<file path="src/rtl/core/rnpa_pkg.sv">
`default_nettype none

package rnpa_pkg;

  // Geometry and fixed-point format
  localparam int unsigned MAX_SIZE   = 1024;
  localparam int unsigned FRAC_BITS  = 16;
  localparam int unsigned COORD_W    = 10;
  localparam int unsigned SIZE_W     = 11;
  localparam int unsigned COEF_W     = 18;
  localparam int unsigned INDEX_W    = 20;
  localparam int unsigned OFS_W      = COORD_W + 1;
  localparam int unsigned PROD_W     = OFS_W + COEF_W;
  localparam int unsigned ACC_W      = PROD_W + 3;
  localparam int unsigned TRN_W      = ACC_W - FRAC_BITS;
  localparam int unsigned MUL_W      = COORD_W + SIZE_W;

  // Configuration port
  localparam int unsigned CFG_IDX_W  = 3;
  localparam int unsigned CFG_DATA_W = COEF_W;

  typedef enum logic [CFG_IDX_W-1:0] {
    CFG_IMAGE_SIZE  = 3'd0,
    CFG_SRC_STRIDE  = 3'd1,
    CFG_DEST_STRIDE = 3'd2,
    CFG_COS_Q       = 3'd3,
    CFG_NEG_SIN_Q   = 3'd4
  } cfg_idx_e;

  typedef logic [COORD_W-1:0]        coord_t;
  typedef logic [SIZE_W-1:0]         size_t;
  typedef logic [INDEX_W-1:0]        index_t;
  typedef logic signed [COEF_W-1:0]  coef_t;
  typedef logic signed [OFS_W-1:0]   ofs_t;
  typedef logic signed [PROD_W-1:0]  prod_t;
  typedef logic signed [ACC_W-1:0]   acc_t;
  typedef logic signed [TRN_W-1:0]   trn_t;
  typedef logic [MUL_W-1:0]          mul_t;

  // Settings seen by the datapath; size is already clamped to MAX_SIZE
  typedef struct packed {
    size_t size;
    size_t src_stride;
    size_t dest_stride;
    coef_t cos_q;
    coef_t neg_sin_q;
  } cfg_t;

endpackage

`default_nettype wire

</file>
<file path="src/rtl/core/rnpa_cfg.sv">
`default_nettype none

module rnpa_cfg (
  input  wire logic                            clk_i,
  input  wire logic                            rst_ni,
  input  wire logic                            cfg_valid_i,
  output      logic                            cfg_ready_o,
  input  wire logic [rnpa_pkg::CFG_IDX_W-1:0]  cfg_index_i,
  input  wire logic [rnpa_pkg::CFG_DATA_W-1:0] cfg_data_i,
  output      rnpa_pkg::cfg_t                  cfg_o
);
  import rnpa_pkg::*;

  size_t image_size_q;
  size_t src_stride_q;
  size_t dest_stride_q;
  coef_t cos_q_q;
  coef_t neg_sin_q_q;

  assign cfg_ready_o = 1'b1;

  // Decode the register index and load on a beat; unknown indexes drop
  always_ff @(posedge clk_i or negedge rst_ni) begin
    if (!rst_ni) begin
      image_size_q  <= SIZE_W'(MAX_SIZE);
      src_stride_q  <= SIZE_W'(1024);
      dest_stride_q <= SIZE_W'(1024);
      cos_q_q       <= coef_t'(65536);
      neg_sin_q_q   <= '0;
    end else if (cfg_valid_i) begin
      unique case (cfg_idx_e'(cfg_index_i))
        CFG_IMAGE_SIZE:  image_size_q  <= cfg_data_i[SIZE_W-1:0];
        CFG_SRC_STRIDE:  src_stride_q  <= cfg_data_i[SIZE_W-1:0];
        CFG_DEST_STRIDE: dest_stride_q <= cfg_data_i[SIZE_W-1:0];
        CFG_COS_Q:       cos_q_q       <= $signed(cfg_data_i);
        CFG_NEG_SIN_Q:   neg_sin_q_q   <= $signed(cfg_data_i);
        default: ;
      endcase
    end
  end

  // Clamp oversized images to the largest supported side
  always_comb begin
    cfg_o.size        = (image_size_q > SIZE_W'(MAX_SIZE)) ? SIZE_W'(MAX_SIZE) : image_size_q;
    cfg_o.src_stride  = src_stride_q;
    cfg_o.dest_stride = dest_stride_q;
    cfg_o.cos_q       = cos_q_q;
    cfg_o.neg_sin_q   = neg_sin_q_q;
  end

endmodule

`default_nettype wire

</file>
<file path="src/rtl/core/rnpa_rot.sv">
`default_nettype none

module rnpa_rot (
  input  wire logic                   clk_i,
  input  wire logic                   rst_ni,
  input  wire rnpa_pkg::cfg_t         cfg_i,
  input  wire logic                   in_valid_i,
  output      logic                   in_ready_o,
  input  wire rnpa_pkg::coord_t       dest_x_i,
  input  wire rnpa_pkg::coord_t       dest_y_i,
  output      logic                   out_valid_o,
  input  wire logic                   out_ready_i,
  output      rnpa_pkg::acc_t         sxq_o,
  output      rnpa_pkg::acc_t         syq_o,
  output      rnpa_pkg::index_t       dest_index_o
);
  import rnpa_pkg::*;

  logic   v1_q, v2_q, v3_q;
  logic   en1, en2, en3;

  // Stage 1: centered offsets
  coord_t x1_q, y1_q;
  ofs_t   dx_q, dy_q;
  // Stage 2: products
  prod_t  p_xc_q, p_ys_q, p_yc_q, p_xs_q;
  mul_t   dmul_q;
  coord_t x2_q;
  // Stage 3: fixed-point source position
  acc_t   sxq_q, syq_q;
  index_t didx_q;

  acc_t   centre;
  mul_t   dsum;

  // A stage moves when it is empty or its successor moves
  assign en3        = !v3_q || out_ready_i;
  assign en2        = !v2_q || en3;
  assign en1        = !v1_q || en2;
  assign in_ready_o = en1;

  always_ff @(posedge clk_i or negedge rst_ni) begin
    if (!rst_ni) begin
      v1_q <= 1'b0;
      v2_q <= 1'b0;
      v3_q <= 1'b0;
    end else begin
      if (en1) v1_q <= in_valid_i;
      if (en2) v2_q <= v1_q;
      if (en3) v3_q <= v2_q;
    end
  end

  // Subtract half the image side to center the coordinates
  always_ff @(posedge clk_i) begin
    if (en1) begin
      x1_q <= dest_x_i;
      y1_q <= dest_y_i;
      dx_q <= $signed(OFS_W'(dest_x_i) - OFS_W'(cfg_i.size[SIZE_W-1:1]));
      dy_q <= $signed(OFS_W'(dest_y_i) - OFS_W'(cfg_i.size[SIZE_W-1:1]));
    end
  end

  // Multiply offsets by the rotation terms and the row by the stride
  always_ff @(posedge clk_i) begin
    if (en2) begin
      p_xc_q <= dx_q * cfg_i.cos_q;
      p_ys_q <= dy_q * cfg_i.neg_sin_q;
      p_yc_q <= dy_q * cfg_i.cos_q;
      p_xs_q <= dx_q * cfg_i.neg_sin_q;
      dmul_q <= MUL_W'(y1_q) * MUL_W'(cfg_i.dest_stride);
      x2_q   <= x1_q;
    end
  end

  assign centre = $signed(ACC_W'(cfg_i.size) << (FRAC_BITS - 1));
  assign dsum   = dmul_q + MUL_W'(x2_q);

  // Sum the terms around the image center
  always_ff @(posedge clk_i) begin
    if (en3) begin
      sxq_q  <= {{(ACC_W-PROD_W){p_xc_q[PROD_W-1]}}, p_xc_q}
              + {{(ACC_W-PROD_W){p_ys_q[PROD_W-1]}}, p_ys_q} + centre;
      syq_q  <= {{(ACC_W-PROD_W){p_yc_q[PROD_W-1]}}, p_yc_q}
              - {{(ACC_W-PROD_W){p_xs_q[PROD_W-1]}}, p_xs_q} + centre;
      didx_q <= dsum[INDEX_W-1:0];
    end
  end

  assign out_valid_o  = v3_q;
  assign sxq_o        = sxq_q;
  assign syq_o        = syq_q;
  assign dest_index_o = didx_q;

`ifndef NO_ASSERTIONS
  a_accept_fills: assert property (@(posedge clk_i) disable iff (!rst_ni)
    in_valid_i && in_ready_o |=> v1_q)
    else $error("accepted beat did not enter stage 1");
  a_mid_hold: assert property (@(posedge clk_i) disable iff (!rst_ni)
    v2_q && !en3 |=> v2_q && $stable(p_xc_q) && $stable(dmul_q))
    else $error("stage 2 lost its beat while stalled");
  a_tail_hold: assert property (@(posedge clk_i) disable iff (!rst_ni)
    v3_q && !out_ready_i |=> v3_q && $stable(sxq_q) && $stable(didx_q))
    else $error("stage 3 changed while stalled");
`endif

endmodule

`default_nettype wire

</file>
<file path="src/rtl/core/rnpa_addr.sv">
`default_nettype none

module rnpa_addr (
  input  wire logic                   clk_i,
  input  wire logic                   rst_ni,
  input  wire rnpa_pkg::cfg_t         cfg_i,
  input  wire logic                   in_valid_i,
  output      logic                   in_ready_o,
  input  wire rnpa_pkg::acc_t         sxq_i,
  input  wire rnpa_pkg::acc_t         syq_i,
  input  wire rnpa_pkg::index_t       dest_index_i,
  output      logic                   out_valid_o,
  input  wire logic                   out_ready_i,
  output      logic                   copy_o,
  output      rnpa_pkg::coord_t       src_x_o,
  output      rnpa_pkg::coord_t       src_y_o,
  output      rnpa_pkg::index_t       src_index_o,
  output      rnpa_pkg::index_t       dest_index_o
);
  import rnpa_pkg::*;

  logic   v4_q, v5_q;
  logic   en4, en5;

  trn_t   sx_t, sy_t;
  logic   in_x, in_y, in_img;

  // Stage 4: integer source position and bounds flag
  logic   copy4_q;
  coord_t sx4_q, sy4_q;
  index_t didx4_q;
  // Stage 5: output register
  logic   copy5_q;
  coord_t sx5_q, sy5_q;
  index_t sidx5_q, didx5_q;

  mul_t   smul;

  assign en5        = !v5_q || out_ready_i;
  assign en4        = !v4_q || en5;
  assign in_ready_o = en4;

  always_ff @(posedge clk_i or negedge rst_ni) begin
    if (!rst_ni) begin
      v4_q <= 1'b0;
      v5_q <= 1'b0;
    end else begin
      if (en4) v4_q <= in_valid_i;
      if (en5) v5_q <= v4_q;
    end
  end

  // Truncate toward zero: bump the floor when negative with a fraction
  always_comb begin
    sx_t   = $signed(sxq_i[ACC_W-1:FRAC_BITS])
           + $signed({{(TRN_W-1){1'b0}}, sxq_i[ACC_W-1] && (|sxq_i[FRAC_BITS-1:0])});
    sy_t   = $signed(syq_i[ACC_W-1:FRAC_BITS])
           + $signed({{(TRN_W-1){1'b0}}, syq_i[ACC_W-1] && (|syq_i[FRAC_BITS-1:0])});
    in_x   = !sx_t[TRN_W-1] && ($unsigned(sx_t) < TRN_W'(cfg_i.size));
    in_y   = !sy_t[TRN_W-1] && ($unsigned(sy_t) < TRN_W'(cfg_i.size));
    in_img = in_x && in_y;
  end

  // Hold zeros for skipped pixels so the index below comes out zero too
  always_ff @(posedge clk_i) begin
    if (en4) begin
      copy4_q <= in_img;
      sx4_q   <= in_img ? sx_t[COORD_W-1:0] : '0;
      sy4_q   <= in_img ? sy_t[COORD_W-1:0] : '0;
      didx4_q <= dest_index_i;
    end
  end

  assign smul = MUL_W'(sy4_q) * MUL_W'(cfg_i.src_stride) + MUL_W'(sx4_q);

  // Form the source pixel index
  always_ff @(posedge clk_i) begin
    if (en5) begin
      copy5_q <= copy4_q;
      sx5_q   <= sx4_q;
      sy5_q   <= sy4_q;
      sidx5_q <= smul[INDEX_W-1:0];
      didx5_q <= didx4_q;
    end
  end

  assign out_valid_o  = v5_q;
  assign copy_o       = copy5_q;
  assign src_x_o      = sx5_q;
  assign src_y_o      = sy5_q;
  assign src_index_o  = sidx5_q;
  assign dest_index_o = didx5_q;

`ifndef NO_ASSERTIONS
  a_skip_zero: assert property (@(posedge clk_i) disable iff (!rst_ni)
    out_valid_o && !copy_o |-> src_x_o == '0 && src_y_o == '0 && src_index_o == '0)
    else $error("skipped pixel carries a nonzero source");
  a_stage4_hold: assert property (@(posedge clk_i) disable iff (!rst_ni)
    v4_q && !en5 |=> v4_q && $stable(copy4_q) && $stable(sx4_q) && $stable(didx4_q))
    else $error("stage 4 lost its beat while stalled");
  a_out_hold: assert property (@(posedge clk_i) disable iff (!rst_ni)
    out_valid_o && !out_ready_i |=> out_valid_o && $stable(src_index_o)
      && $stable(dest_index_o) && $stable(copy_o))
    else $error("output beat changed while stalled");
`endif

endmodule

`default_nettype wire

</file>
<file path="src/rtl/core/rotate_nearest_pixel_address_top.sv">
`default_nettype none

// Each input beat passes through the register stages to the output register.
// Throughput: one pixel per cycle while not stalled; each of the five register
// stages advances when it is empty or the stage after it moves, else holds.
// Reset: valid bits clear; settings return to a 1024-pixel image and stride,
// cos = 1.0 and -sin = 0. Settings are ready for writes in every cycle.
module rotate_nearest_pixel_address_top (
  input  wire logic                            clk_i,
  input  wire logic                            rst_ni,
  input  wire logic                            cfg_valid_i,
  output      logic                            cfg_ready_o,
  input  wire logic [rnpa_pkg::CFG_IDX_W-1:0]  cfg_index_i,
  input  wire logic [rnpa_pkg::CFG_DATA_W-1:0] cfg_data_i,
  input  wire logic                            in_valid_i,
  output      logic                            in_ready_o,
  input  wire logic [rnpa_pkg::COORD_W-1:0]    dest_x_i,
  input  wire logic [rnpa_pkg::COORD_W-1:0]    dest_y_i,
  output      logic                            out_valid_o,
  input  wire logic                            out_ready_i,
  output      logic                            copy_o,
  output      logic [rnpa_pkg::COORD_W-1:0]    src_x_o,
  output      logic [rnpa_pkg::COORD_W-1:0]    src_y_o,
  output      logic [rnpa_pkg::INDEX_W-1:0]    src_index_o,
  output      logic [rnpa_pkg::INDEX_W-1:0]    dest_index_o
);
  import rnpa_pkg::*;

  cfg_t   cfg;
  logic   mid_valid, mid_ready;
  acc_t   mid_sxq, mid_syq;
  index_t mid_didx;

  rnpa_cfg u_cfg (
    .clk_i       (clk_i),
    .rst_ni      (rst_ni),
    .cfg_valid_i (cfg_valid_i),
    .cfg_ready_o (cfg_ready_o),
    .cfg_index_i (cfg_index_i),
    .cfg_data_i  (cfg_data_i),
    .cfg_o       (cfg)
  );

  rnpa_rot u_rot (
    .clk_i        (clk_i),
    .rst_ni       (rst_ni),
    .cfg_i        (cfg),
    .in_valid_i   (in_valid_i),
    .in_ready_o   (in_ready_o),
    .dest_x_i     (dest_x_i),
    .dest_y_i     (dest_y_i),
    .out_valid_o  (mid_valid),
    .out_ready_i  (mid_ready),
    .sxq_o        (mid_sxq),
    .syq_o        (mid_syq),
    .dest_index_o (mid_didx)
  );

  rnpa_addr u_addr (
    .clk_i        (clk_i),
    .rst_ni       (rst_ni),
    .cfg_i        (cfg),
    .in_valid_i   (mid_valid),
    .in_ready_o   (mid_ready),
    .sxq_i        (mid_sxq),
    .syq_i        (mid_syq),
    .dest_index_i (mid_didx),
    .out_valid_o  (out_valid_o),
    .out_ready_i  (out_ready_i),
    .copy_o       (copy_o),
    .src_x_o      (src_x_o),
    .src_y_o      (src_y_o),
    .src_index_o  (src_index_o),
    .dest_index_o (dest_index_o)
  );

endmodule

`default_nettype wire

</file>
<file path="config.mk">
export PLATFORM = sky130hd
export DESIGN_NAME = rotate_nearest_pixel_address_top
export DESIGN_NICKNAME = d
export VERILOG_FILES = /design/src/rtl/core/rnpa_pkg.sv /design/src/rtl/core/rnpa_cfg.sv /design/src/rtl/core/rnpa_rot.sv /design/src/rtl/core/rnpa_addr.sv /design/src/rtl/core/rotate_nearest_pixel_address_top.sv
export SDC_FILE = /design/constraint.sdc
export NUM_CORES = 2
export LEC_CHECK = 0
export BUFFER_PORTS_ARGS = -buffer_cell sky130_fd_sc_hd__buf_2
export CAP_MARGIN = 10
export CORE_MARGIN = 4
export CORE_UTILIZATION = 55
export CTS_CLUSTER_SIZE = 40
export DETAILED_ROUTE_END_ITERATION = 10
export PLACE_DENSITY = 0.71
export SETUP_SLACK_MARGIN = 0.4
export SLEW_MARGIN = 20
export SYNTH_ARGS = -nofsm -noshare
export SYNTH_HDL_FRONTEND = slang
export SYNTH_HIERARCHICAL = 1
export SYNTH_SLANG_ARGS = --single-unit
</file>
<file path="constraint.sdc">
create_clock -name clk_i -period 19.4 [get_ports clk_i]
set_input_delay 2.91 -clock clk_i [delete_from_list [all_inputs] [get_ports clk_i]]
set_output_delay 2.91 -clock clk_i [all_outputs]
set_load 0.02 [all_outputs]
</file>
Word level (Yosys, flattened, before mapping)
Cells that the tools add are included.
Cells by class
  multipliers: 6
  reductions and logical operators: 25
  order comparisons: 3
  $add $sub $neg: 10
  multiplexer cells: 1
  equal/unequal tests: 4
Operator list (number)
  11-bit by 18-bit multiplier with 29-bit output: 4
  32-bit by 26-bit adder with 32-bit output: 2
  20-bit by 10-bit adder with 20-bit output: 2
  10-bit by 11-bit multiplier with 20-bit output: 2
  16-bit by 2-bit adder with 16-bit output: 2
  16-bit by 11-bit less-than comparator with 1-bit output: 2
  16-bit OR reduction: 2
  29-bit by 29-bit adder with 30-bit output: 1
  29-bit by 29-bit subtractor with 30-bit output: 1
  10-bit by 10-bit subtractor with 11-bit output: 2
  11-bit greater-than comparator, second input constant: 1
  11-bit two-way mux: 1
  2-bit AND reduction: 5
  1-bit logical NOT: 7
  3-bit by 2-bit == test with 1-bit output, second input constant: 2
  1-bit logical AND: 5
  1-bit logical OR: 5
  3-bit by 1-bit == test with 1-bit output, second input constant: 1
  3-bit == test, second input constant: 1
  3-bit logical NOT: 1
Storage, ports and cells
  logic and storage cells: 81
  output and inout port bits: 64
  bits in registers: 448
  input port bits: 46

Logic depth before layout (Yosys ltp)
  depth after elaboration: 6
  mapped depth: 23
  mapped depth without buffers: 21

Hierarchy
The synthesis kept the hierarchy.
Modules (own cells, without submodules)
  rnpa_rot: area an instance 45292.2 µm², cells each 4645, sequential area each 8182.8 µm², instances 1
  rnpa_addr: area an instance 8499.4 µm², cells each 767, sequential area each 3113.0 µm², instances 1
  rnpa_cfg: area an instance 2756.4 µm², cells each 163, sequential area each 1731.7 µm², instances 1

Least setup slack after synthesis
No wires, ideal clock.
  kind: input-to-reg
  from: in out_ready_i
  to: reg u_rot.dmul_q[0] (enable)
  library setup time: 1584 ps
  arrival: 7634 ps
  path slack: 10182 ps
  path buffers: 0
  cell stages on the path: 2
  required time: 17816 ps
  cell sequence: nand3b_1 nand3b_1
On the way
  cells in the longest elaborated chain, start to end: 4
Ends and longest elaborated chain
  from (decl): line rotate_nearest_pixel_address_top.sv:20  | input wire logic out_ready_i,
  1-bit logical OR: line rnpa_addr.sv:39  | assign en5 = !v5_q || out_ready_i;
  1-bit logical OR: line rnpa_addr.sv:40  | assign en4 = !v4_q || en5;
  1-bit logical OR: line rnpa_rot.sv:37  | assign en3 = !v3_q || out_ready_i;
  1-bit logical OR: line rnpa_rot.sv:38  | assign en2 = !v2_q || en3;
  via u_rot.en2: line rnpa_rot.sv:20  | logic en1, en2, en3;
  to (signal assigned): line rnpa_rot.sv:71  | dmul_q <= MUL_W'(y1_q) * MUL_W'(cfg_i.dest_stride);
  to (decl): line rnpa_rot.sv:27  | mul_t dmul_q;
The timed path passes the listed nets, and every way through them passes these cells.
A chain may end at the register's enable or synchronous reset.

Final worst setup path
  from: reg u_rot.dy_q[3]
  to: reg u_rot.p_ys_q[25], data pin
On the way
  cells in the longest elaborated chain, start to end: 1
Ends and longest elaborated chain
  from (decl): line rnpa_rot.sv:24  | ofs_t dx_q, dy_q;
  from (signal assigned): line rnpa_rot.sv:60  | dy_q <= $signed(OFS_W'(dest_y_i) - OFS_W'(cfg_i.size[SIZE_W-1:1]));
  11-bit by 18-bit multiplier with 29-bit output: line rnpa_rot.sv:68  | p_ys_q <= dy_q * cfg_i.neg_sin_q;
  to (signal assigned): line rnpa_rot.sv:68
  to (decl): line rnpa_rot.sv:26  | prod_t p_xc_q, p_ys_q, p_yc_q, p_xs_q;
No other way between the ends.

==> impl_metrics.sql <==
INSERT INTO impl_metrics (metric_group, metric, value, unit) VALUES
('hold_path', 'worstHoldPathType', 'reg -> reg', ''),
('global_route', 'first_pass_grt_wire_length', '213000', 'um'),
('critical_path', 'setup.worst_path.start_class', 'register', ''),
('critical_path', 'r2r_setup_slack', '12.37', 'ns'),
('critical_path', 'critical_path_depth', '19', ''),
('die', 'total_die_area', '108000', 'sq um'),
('clock_network', 'clock_insertion_delay_at_the_later_pin_of_the_skew_report', '0.63', 'ns'),
('die', 'floorplan.die.width', '329', 'um'),
('synthesis', 'yosysTopAreaCellShare', '0.317', ''),
('finish', 'finish.utilization', '0.590', ''),
('clock_network', 'cts-buffers-inserted', '51', ''),
('synthesis', 'yosys.cell_count.top_type', 'sky130_fd_sc_hd__inv_1', ''),
('sta', 'postLayoutSetupSlackWorst', '12.37', 'ns'),
('clock_network', 'cts.clk_slew.worst_paths', '0.06', 'ns'),
('synthesis', 'yosys_warnings', '6', ''),
('critical_path', 'cpPeakStageDelay', '1.04', 'ns'),
('sta', 'timing.final.crit_share', '0.363', ''),
('synthesis', 'ys_seq_area_frac', '0.230', ''),
('routing', 'dr_total_vias', '38200', ''),
('critical_path', 'critical_path_peak_fanout', '19', ''),
('critical_path', 'crit_arrival', '7.40', 'ns'),
('routing', 'pre_repair_dr_iteration_count', '5', ''),
('critical_path', 'end_kind', 'register', ''),
('clock_network', 'cts_max_level', '2', ''),
('finish', 'layout-area-overhead-vs-synth', '6.32', '%'),
('routing', 'avgRoutedWirePerCell', '18.6', 'um'),
('critical_path', 'worstPathBufferInverterCount', '4', ''),
('sta', 'fin_worst_skew', '0.0411', 'ns'),
('global_route', 'grt.overflow.total', '0', ''),
('finish', 'finalNetCount', '7034', ''),
('synthesis', 'asyncSetResetFlopFracSynth', '0.166', ''),
('die', 'die_y', '329', 'um'),
('synthesis', 'synth_seq_cells', '446', ''),
('clock_network', 'cts_num_sinks', '446', ''),
('clock_network', 'cts-hold-fix-buffers', '0', ''),
('synthesis', 'synth-main-ff-cell', 'sky130_fd_sc_hd__edfxtp_1', ''),
('status', 'run_status', 'finished clean', ''),
('critical_path', 'startpoint', 'u_rot/dy_q[3]', ''),
('synthesis', 'post_synth_main_area_contributors', 'sky130_fd_sc_hd__fa_1 (32%), sky130_fd_sc_hd__edfxtp_1 (20%), sky130_fd_sc_hd__ha_1 (11%)', ''),
('sta', 'timing.final.crit_period', '7.03', 'ns'),
('critical_path', 'slowest_stage', 'sky130_fd_sc_hd__edfxtp_1', ''),
('routing', 'vias_per_cell', '5.46', ''),
('synthesis', 'synthesis.area_per_instance', '10.1', 'sq um'),
('critical_path', 'r2r-end', 'u_rot/p_ys_q[25]', ''),
('sta', 'max-slew-margin-rel', '0.288', ''),
('critical_path', 'critical_path.top_delay_family', 'adder cells', ''),
('sta', 'finalSetupViolations', '0', ''),
('placement', 'detailedPlacementHpwl', '101000', 'um'),
('global_route', 'maximum_number_of_pins_on_one_net_before_global_route_repair', '76', ''),
('global_route', 'grt_usage', '0.250', ''),
('global_route', 'first_global_vias', '39500', ''),
('critical_path', 'worst_path_required_time', '19.77', 'ns'),
('die', 'fp.coreArea', '102000', 'sq um'),
('routing', 'initialDrtViolationCount', '2294', ''),
('hold_path', 'timing.hold.worst_path_depth', '0', ''),
('synthesis', 'post_synth_inst_count', '5575', ''),
('die', 'num_rows', '117', ''),
('critical_path', 'r2r.worst_path.cells', '19', ''),
('clock_network', 'ctsRootBufferMaster', 'sky130_fd_sc_hd__clkbuf_16', ''),
('synthesis', 'synth_area', '56500', 'sq um'),
('synthesis', 'syn-num-nets', '7018', ''),
('global_route', 'number_of_antenna_violations_at_the_first_check_in_global_routing', '4', ''),
('synthesis', 'yosysTopAreaCell', 'sky130_fd_sc_hd__fa_1', ''),
('synthesis', 'ys_types', '103', ''),
('routing', 'ant_nets', '0', ''),
('routing', 'finalWirelength', '131000', 'um'),
('critical_path', 'worst_path_cell_chain', 'buf_4, nand2_1, fa_1, fa_1, inv_1, fa_1, fa_1, inv_1, fa_1, inv_1, ha_1, a21o_1, a2111oi_0, or4_1, a31oi_1, o31ai_2, nand2b_1, a21oi_1, xnor2_1', ''),
('placement', 'placement.io_buffers', '108', ''),
('synthesis', 'synth_edf_count', '372', ''),
('die', 'starting_density', '0.555', ''),
('synthesis', 'yosys-top-cells-count', 'sky130_fd_sc_hd__inv_1 (1153), sky130_fd_sc_hd__fa_1 (895), sky130_fd_sc_hd__nand2_1 (600), sky130_fd_sc_hd__ha_1 (502), sky130_fd_sc_hd__and2_1 (431)', '');
-- metal layers --
metal | track usage | wire [um] | vias up
met4 | 0.0947 | 5830 | 2
li1 | - | - | 17500
met2 | 0.414 | 61900 | 1223
met1 | 0.335 | 53800 | 19300
met3 | 0.0383 | 9080 | 236
met5 | 0 | 13 | -
-- cell usage in the layout, fill, tap and decap left out, types with 10 or more instances in the layout --
cell	Yosys	final
sky130_fd_sc_hd__buf_2	1	107
sky130_fd_sc_hd__o21a_1	23	23
sky130_fd_sc_hd__nor2b_2	13	13
sky130_fd_sc_hd__nand3_1	61	61
sky130_fd_sc_hd__o211ai_1	10	10
sky130_fd_sc_hd__and3_1	25	25
sky130_fd_sc_hd__nor2b_1	41	41
sky130_fd_sc_hd__a31oi_1	11	11
sky130_fd_sc_hd__nor4_1	13	13
sky130_fd_sc_hd__nor3_1	33	33
sky130_fd_sc_hd__a21boi_1	12	12
sky130_fd_sc_hd__dfrtp_1	70	69
sky130_fd_sc_hd__inv_1	1153	1153
sky130_fd_sc_hd__o21ai_0	80	80
sky130_fd_sc_hd__o21bai_1	21	21
sky130_fd_sc_hd__a21oi_1	136	136
sky130_fd_sc_hd__clkbuf_1	194	16
sky130_fd_sc_hd__mux2_4	10	10
sky130_fd_sc_hd__clkbuf_16	0	51
sky130_fd_sc_hd__buf_4	8	62
sky130_fd_sc_hd__nor2_1	201	201
sky130_fd_sc_hd__nand4_1	14	14
sky130_fd_sc_hd__a211oi_1	28	28
sky130_fd_sc_hd__a21o_1	71	71
sky130_fd_sc_hd__nand2_1	600	600
sky130_fd_sc_hd__o21ai_1	34	34
sky130_fd_sc_hd__xnor2_1	177	177
sky130_fd_sc_hd__and2_1	431	431
sky130_fd_sc_hd__nand2b_1	42	40
sky130_fd_sc_hd__edfxtp_1	372	372
sky130_fd_sc_hd__mux2_2	59	59
sky130_fd_sc_hd__xor2_1	56	56
sky130_fd_sc_hd__ha_1	502	502
sky130_fd_sc_hd__fa_1	895	895
-- layout make-up --
type                    count  area (sq um)
fillers                  8525         41800
multi-input cells        3770         38400
flip-flops and latches    446         13000
inverters                1153          4330
well taps                1368          1710
clock buffers              72          1410
repair buffers            169          1000
clock inverters            23           255
diodes                      1          2.50
-- sequential cells by signal, summed over array words and instances (netlist names), 18 cells and up --
name and flops:
u_rot/p_ys_q 29, u_rot/syq_o 31, u_rot/dest_index_o 20, u_rot/p_yc_q 29, u_rot/dmul_q 20, u_rot/sxq_o 31
u_cfg/neg_sin_q_q 18, u_addr/src_index_o 20, u_rot/p_xc_q 29, u_rot/p_xs_q 29, u_addr/didx4_q 20, u_cfg/cos_q_q 18
u_addr/dest_index_o 20
-- worst min-delay path by stage --
stage	start	to	slack, ns
after floorplan	u_addr/copy4_q	u_addr/copy_o	0.40
after CTS	u_rot/dest_index_o[7]	u_addr/didx4_q[7]	0.42
after global routing	u_rot/dest_index_o[7]	u_addr/didx4_q[7]	0.42
after global placement	u_rot/x1_q[5]	u_rot/x2_q[5]	0.40
final	u_rot/x1_q[2]	u_rot/x2_q[2]	0.42
after detailed placement	u_rot/dest_index_o[18]	u_addr/didx4_q[18]	0.40
-- through the flow --
stage          std cells  area (sq um)  hold WS, ns
2_1_floorplan       5575         56500        0.400
4_1_cts             7001         60100        0.416
3_5_place_dp        6906         58500        0.405
3_3_place_gp        6906         58400        0.401
5_1_grt             7001         60100        0.418
6_report            7002         60100        0.418
-- cells by family (layout without fill, tap and decap cells) --
logic type | count (synthesis) | after routing | share of synthesized area
compound gates | 530 | 530 | 0.0631
simple gates | 1536 | 1536 | 0.136
mux | 73 | 73 | 0.0151
fa+ha+maj | 1397 | 1397 | 0.428
other cells | 1 | 2 | 0.0000663
flops | 446 | 446 | 0.230
buf+inv | 1359 | 1417 | 0.0913
xor+xnor | 233 | 233 | 0.0361
-- worst register-to-register path: stages (launching register included) --
cell and delay (ns):
sky130_fd_sc_hd__edfxtp_1 1.04, sky130_fd_sc_hd__buf_4 0.41, sky130_fd_sc_hd__nand2_1 0.14, sky130_fd_sc_hd__fa_1 0.53, sky130_fd_sc_hd__fa_1 0.51, sky130_fd_sc_hd__inv_1 0.05, sky130_fd_sc_hd__fa_1 0.50, sky130_fd_sc_hd__fa_1 0.49
sky130_fd_sc_hd__inv_1 0.05, sky130_fd_sc_hd__fa_1 0.47, sky130_fd_sc_hd__inv_1 0.04, sky130_fd_sc_hd__ha_1 0.33, sky130_fd_sc_hd__a21o_1 0.23, sky130_fd_sc_hd__a2111oi_0 0.89, sky130_fd_sc_hd__or4_1 0.28, sky130_fd_sc_hd__a31oi_1 0.15
sky130_fd_sc_hd__o31ai_2 0.30, sky130_fd_sc_hd__nand2b_1 0.09, sky130_fd_sc_hd__a21oi_1 0.19, sky130_fd_sc_hd__xnor2_1 0.09
Power is left out: the tool's default activity adds up to more than one toggle a clock period on the data nets, which glitch-free logic cannot reach.
